<file path="config.mk">
export PLATFORM = sky130hd
export DESIGN_NAME = dah_ctrl
export DESIGN_NICKNAME = d
export VERILOG_FILES = /design/src/rtl/dah_pkg.sv /design/src/rtl/dah_ctrl.sv
export SDC_FILE = /design/constraint.sdc
export NUM_CORES = 1
export LEC_CHECK = 0
export BUFFER_PORTS_ARGS = -buffer_cell sky130_fd_sc_hd__buf_2
export CORE_AREA = 8 8 45 47
export CTS_CLUSTER_DIAMETER = 100
export DETAILED_ROUTE_END_ITERATION = 16
export DIE_AREA = 0 0 53 55
export PLACE_DENSITY = 0.61
export SLEW_MARGIN = 10
export SYNTH_ARGS = -nofsm -noshare
export SYNTH_HDL_FRONTEND = slang
export SYNTH_SLANG_ARGS = --single-unit
</file>
<file path="constraint.sdc">
create_clock -name clock -period 1.6 [get_ports clock]
set_clock_uncertainty 0.2 [all_clocks]
set_input_delay 0.16 -clock clock [delete_from_list [all_inputs] [get_ports clock]]
set_output_delay 0.16 -clock clock [all_outputs]
set_load 0.01 [all_outputs]
</file>
<file path="src/rtl/dah_pkg.sv">
`timescale 1ns / 1ps
package dah_pkg;

   localparam int CAPACITY = 1024;
   localparam int ADDR_W = $clog2(CAPACITY);
   localparam int CNT_W = ADDR_W + 1;
   localparam int IDX_W = ADDR_W + 4;
   localparam int VAL_W = 32;
   localparam int COUNT_W = 11;
   localparam logic [VAL_W-1:0] TOP_WHEN_EMPTY = 32'h7FFF_FFFF;
   localparam logic [VAL_W-1:0] SIGN_FLIP = 32'h8000_0000;

   typedef enum logic [0:0] {
      OP_PUSH = 1'b0,
      OP_POP  = 1'b1
   } op_type;

   typedef enum logic [1:0] {
      ST_OK         = 2'd0,
      ST_POP_EMPTY  = 2'd1,
      ST_PUSH_FULL  = 2'd2
   } status_type;

   typedef struct packed {
      logic              op;
      logic signed [31:0] value;
   } req_type;

   typedef struct packed {
      logic signed [31:0] popped_value;
      logic signed [31:0] top_value;
      logic [10:0]        count;
      logic               is_empty;
      logic [1:0]         status;
   } rsp_type;

   typedef enum logic [3:0] {
      S_IDLE,
      S_UP_RD,
      S_UP_CMP,
      S_UP_PLACE,
      S_DN_ROOT_RD,
      S_DN_LAST_RD,
      S_DN_LAST_WAIT,
      S_DN_FIRST,
      S_DN_CH_RD,
      S_DN_CH_CMP,
      S_DN_DECIDE,
      S_DN_PLACE,
      S_TOP_RD,
      S_TOP_WAIT,
      S_DONE
   } state_type;

   // controller -> datapath
   typedef struct packed {
      logic load;        // clear popped and status
      logic up_init;     // moving entry = pushed word, pos = count
      logic rd_par;      // read parent of pos
      logic up_swap;     // parent entry moves down to pos, pos = parent
      logic up_place;    // moving entry lands at pos, count++
      logic rd_last;     // read last entry
      logic dn_pop;      // capture root as popped, count--
      logic dn_last;     // moving entry = last entry, pos = 0
      logic dn_first;    // set up the child scan of pos
      logic rd_ch;       // read child idx
      logic cmp_ch;      // compare child with best, advance idx
      logic dn_swap;     // best child moves up to pos, pos = best
      logic dn_place;    // moving entry lands at pos
      logic cap_top;     // capture root as top
      logic fail_pop;
      logic fail_push;
   } ctl_type;

   // datapath -> controller
   typedef struct packed {
      logic full;
      logic empty;
      logic up_greater;  // moving entry greater than parent
      logic par_zero;    // parent of pos is the root
      logic no_child;    // first child >= count
      logic ch_more;     // another child left after this one
      logic dn_less;     // moving entry less than best child
   } sts_type;

endpackage

</file>
<file path="src/rtl/dah_ctrl.sv">
`timescale 1ns / 1ps
module dah_ctrl (
   input  logic             clock,
   input  logic             reset,
   input  logic             start,
   input  dah_pkg::sts_type sts,
   input  logic             req_op,
   output dah_pkg::ctl_type ctl,
   output logic             busy,
   output logic             done
);
   import dah_pkg::*;

   state_type state_ff, state_in;
   logic      is_push_now;

   assign is_push_now = (req_op == OP_PUSH);

   always_comb begin
      state_in = state_ff;
      unique case (state_ff)
         S_IDLE: begin
            if (start) begin
               if (is_push_now) begin
                  if (sts.full) begin
                     state_in = S_TOP_RD;
                  end else begin
                     state_in = sts.empty ? S_UP_PLACE : S_UP_RD;
                  end
               end else begin
                  state_in = sts.empty ? S_TOP_RD : S_DN_ROOT_RD;
               end
            end
         end
         S_UP_RD:        state_in = S_UP_CMP;
         S_UP_CMP: begin
            if (sts.up_greater && !sts.par_zero) begin
               state_in = S_UP_RD;
            end else begin
               state_in = S_UP_PLACE;
            end
         end
         S_UP_PLACE:     state_in = S_TOP_RD;
         S_DN_ROOT_RD:   state_in = S_DN_LAST_RD;
         S_DN_LAST_RD:   state_in = S_DN_LAST_WAIT;
         S_DN_LAST_WAIT: state_in = S_DN_FIRST;
         S_DN_FIRST:     state_in = sts.no_child ? S_DN_PLACE : S_DN_CH_RD;
         S_DN_CH_RD:     state_in = S_DN_CH_CMP;
         S_DN_CH_CMP:    state_in = sts.ch_more ? S_DN_CH_RD : S_DN_DECIDE;
         S_DN_DECIDE:    state_in = sts.dn_less ? S_DN_FIRST : S_DN_PLACE;
         S_DN_PLACE:     state_in = S_TOP_RD;
         S_TOP_RD:       state_in = S_TOP_WAIT;
         S_TOP_WAIT:     state_in = S_DONE;
         S_DONE:         state_in = S_IDLE;
         default:        state_in = S_IDLE;
      endcase
   end

   always_comb begin
      ctl  = '0;
      busy = (state_ff != S_IDLE);
      done = (state_ff == S_DONE);
      unique case (state_ff)
         S_IDLE: begin
            ctl.load      = start;
            ctl.up_init   = start && is_push_now && !sts.full;
            ctl.fail_push = start && is_push_now && sts.full;
            ctl.fail_pop  = start && !is_push_now && sts.empty;
         end
         S_UP_RD:        ctl.rd_par = 1'b1;
         S_UP_CMP:       ctl.up_swap = sts.up_greater;
         S_UP_PLACE:     ctl.up_place = 1'b1;
         S_DN_ROOT_RD:   ;
         S_DN_LAST_RD: begin
            ctl.rd_last = 1'b1;
            ctl.dn_pop  = 1'b1;
         end
         S_DN_LAST_WAIT: ctl.dn_last = 1'b1;
         S_DN_FIRST:     ctl.dn_first = 1'b1;
         S_DN_CH_RD:     ctl.rd_ch = 1'b1;
         S_DN_CH_CMP:    ctl.cmp_ch = 1'b1;
         S_DN_DECIDE:    ctl.dn_swap = sts.dn_less;
         S_DN_PLACE:     ctl.dn_place = 1'b1;
         S_TOP_RD:       ;
         S_TOP_WAIT:     ctl.cap_top = 1'b1;
         S_DONE:         ;
         default:        ;
      endcase
   end

   always_ff @(posedge clock) begin
      if (reset) begin
         state_ff <= S_IDLE;
      end else begin
         state_ff <= state_in;
      end
   end
endmodule

</file>
# Word level (Yosys, flattened, before mapping)
# Index checks and enable logic that the tools add are counted.
[classes] addsub=0 n_mul=0 div_mod_pow=0 magnitude_cmp=0 n_eq_ne=15 shift=0 mux=23 bitwise=1 n_reduce_logical=11
[op_table] cell="$pmux W4 S13" n=1
[op_table] cell="$eq A4 B4 Y1 const B" n=7
[op_table] cell="$mux W4" n=5
[op_table] cell="$eq A4 B3 Y1 const B" n=4
[op_table] cell="$mux W2" n=7
[op_table] cell="$mux W1" n=10
[op_table] cell="$eq A4 B2 Y1 const B" n=2
[op_table] cell="$logic_and A1 B1 Y1" n=6
[op_table] cell="$eq A4 B1 Y1 const B" n=1
[op_table] cell="$logic_not A4 Y1" n=1
[op_table] cell="$reduce_bool A4 Y1" n=1
[op_table] cell="$logic_not A1 Y1" n=2
[op_table] cell="$ne A2 B2 Y1 const B" n=1
[op_table] cell="$reduce_or A2 Y1" n=1
[op_table] cell="$not A1 Y1" n=1
[totals] register_bits=4 latchBits=0 ramBits=0 rom_bits=0 elab_cells=51 memories=0

# Depth between registers and ports, before layout
[logic_depth] word_depth=5 mapped_depth=6

# Least setup slack after synthesis
# No wires, ideal clock.
[synth_timing] kind="reg2out" start="register state_ff[3]" end="output port ctl[0] (netlist name)" arrival_time_ps=1187 required_ps=1240 path_slack_ps=53 stages_incl_launch_ff=6 path_buffers=1 path_cell_list="dfxtp_1 or2_1 buf_6 nor3_4 nand2_1 nor3_1"
[synth_rtl] element="start, declared" line="dah_ctrl.sv:14" source="state_type state_ff, state_in;"
[synth_rtl] element="start signal, assigned" line="dah_ctrl.sv:95" source="state_ff <= state_in;"
[synth_rtl] element="end, declared" line="dah_ctrl.sv:8" source="output dah_pkg::ctl_type ctl,"

==> impl_metrics.toml <==
[setup_path]
setup.worst_path.start_class = "flip-flop"
critPathKind = "reg2out"
cp.arrival_ns = 1.33
required_ns = 1.24
critPathCaptureType = "output pin"
critical_path.max_fanout = 4

[synthesis]
ys_seq_area_frac = 0.189
syn_area_um2 = 423
synthCells = 68
avgSynthCellArea_um2 = 6.22
netlist_top_cells_area = "dfxtp_1, a21oi_1, nor2_1, nand2_1, buf_2"
synth.distinct_cells = 25
synth_top_area_cell = "dfxtp_1"
yosysWarningCount = 0
synth_top_area_share = 0.189
syn_nets = 79
ys_seq_elements = 4

[sta]
worst_pin_slew_ns = 0.417
slew_viol_final = 0
setup-violations-final = 5
hold_ws_ns = 0.0253
rsz0062_at_grt = "true"
finalCritPeriodShare = 1.06
setup_ws_ns = -0.0936
fmax_mhz = 590
period_needed_ns = 1.69
final.setup.tns_ns = -0.290
maxSlewHeadroom = 0.719
finalHoldViolations = 0

[layout]
n_antenna_cell = 0
layout-drive-gt1-share = 0.510
top_regs = "state_ff x4"
regMostFlops = "state_ff"
largest_reg_flops = 4
final_cell_mix = "buf_2, nor2_1, a21oi_1"
finalNonFillerCells = 116
num-nets-final = 113
postLayoutCellArea_um2 = 673
layout_commonest_cell = "buf_2"
area_growth_syn_to_layout_pct = 59.2

[global_route]
grt_pass1_vias = 510
grt_max_degree = 16
grt.total_usage = 0.0961
grt_pass1_wl_mm = 2.10
grt_remaining_overflow = 0
antenna_found_initial = 0

[status]
violations = "setup timing"
status = "complete, but fails checks"

[cts]
clk_latency_ns = 0.23
holdBufCountCts = 0
cts_tree = "built"
clock_sinks = 4
clk_path_buf_depth = 2
numCtsBuffers = 3
htree_levels = 1
clock-root-buffer = "clkbuf_4"
clk_pin_slew_ns = 0.03

[pwr]
max-vdd-ir-drop_uv = 1090
power_mw = 1.34
power_leakage_nw = 0.334
p_per_area_nw_per_um2 = 2000

[die]
die_h_um = 55
fp-row-count = 14
core-area_um2 = 1380
die_x_um = 53
die_area_um2 = 2920
initial_core_util = 0.306
num_io_pins = 29

[placed_design]
globalplace.congestion = 0.776
placed_area_um2 = 582
dp.cells = 111
io_buffers = 28
hpwlAfterDp_mm = 1.11

[flow_run]
drv_cap = 0

[route]
routed_wl_mm = 1.43
wire_per_inst_um = 12.3
vias_per_cell = 5.01
vias = 581
first_pass_iters = 4
drt_iter0_drc = 8
ant_nets = 0
drc = 0

[hold_path]
hold_class = "in2reg"
power by group:
group | leakage [nW] | internal, mW | total (mW) | switching, mW
Clock | 0.0138 | 0.0836 | 0.120 | 0.0369
Sequential | 0.0340 | 0.154 | 0.250 | 0.0955
Combinational | 0.286 | 0.492 | 0.973 | 0.482
Total | 0.334 | 0.729 | 1.34 | 0.614
path summary, 6_finish.rpt:
kind	from	to	slack (ns)	cells after the start
setup / recovery	state_ff[3]	ctl[0]	-0.09	5
hold / removal	reset	state_ff[0]	0.03	4
setup reg to reg	state_ff[3]	state_ff[1]	0.01	7
hold reg to reg	state_ff[0]	state_ff[0]	0.50	3
critical path, stage by stage (launching register included):
cell and delay (ns):
dfxtp_2 0.31, or2_4 0.25, nor3_4 0.15, nand2_2 0.12
nor3_2 0.12, buf_2 0.15
layout make-up:
class	instances	area [um^2]
multi-input cells	52	313
flip-flops and latches	4	83.8
clock buffers	3	22.5
well taps	16	20.0
repair buffers	35	209
inverters	6	25.0
fillers	158	711
logic make-up after synthesis:
| group | share of synthesized area |
|---|---|
| AND/OR/NAND/NOR | 0.402 |
| buffers and inverters | 0.145 |
| AO/OA/AOI/OAI | 0.263 |
| flip-flops | 0.189 |
synthesized netlist by cell type:
cell and instances:
o21ai_0 3, a21oi_1 9, and4_1 1, o311ai_0 1
o21ai_2 1, nor2b_1 1, nand2_1 6, buf_2 4
nor3_1 4, inv_1 5, buf_6 1, nand2b_1 3
dfxtp_1 4, o31ai_1 1, o22ai_1 1, inv_2 1
a31oi_1 2, buf_4 1, or2_1 1, nor2_1 12
or3b_1 1, nand3_1 1, nor4_1 2, nor3_4 1
a21boi_0 1
metal layers:
metal / share of wire / global-route usage / vias up
li1: - / - / 302
met1: 0.40 / 0.102 / 249
met2: 0.43 / 0.150 / 28
met3: 0.16 / 0.0374 / 2
met4: 0.0063 / 0.0776 / 0
met5: 0 / 0 / -
stage by stage:
step / util / setup slack (ns)
after floorplan: - / 0.0528
after global placement: 0.420 / 0.121
after detailed placement: 0.420 / 0.0612
after CTS: 0.469 / -0.142
after global routing: 0.486 / -0.163
final: 0.486 / -0.0936
what timing repair did:
action / CTS / global route
resized for setup: 10 / 5
setup endpoints to repair: 14 / 9
buffers inserted: 1 / 1
pin swaps: 3 / 3
cloned: 0 / 0
Power figures use the tool's default switching activity.
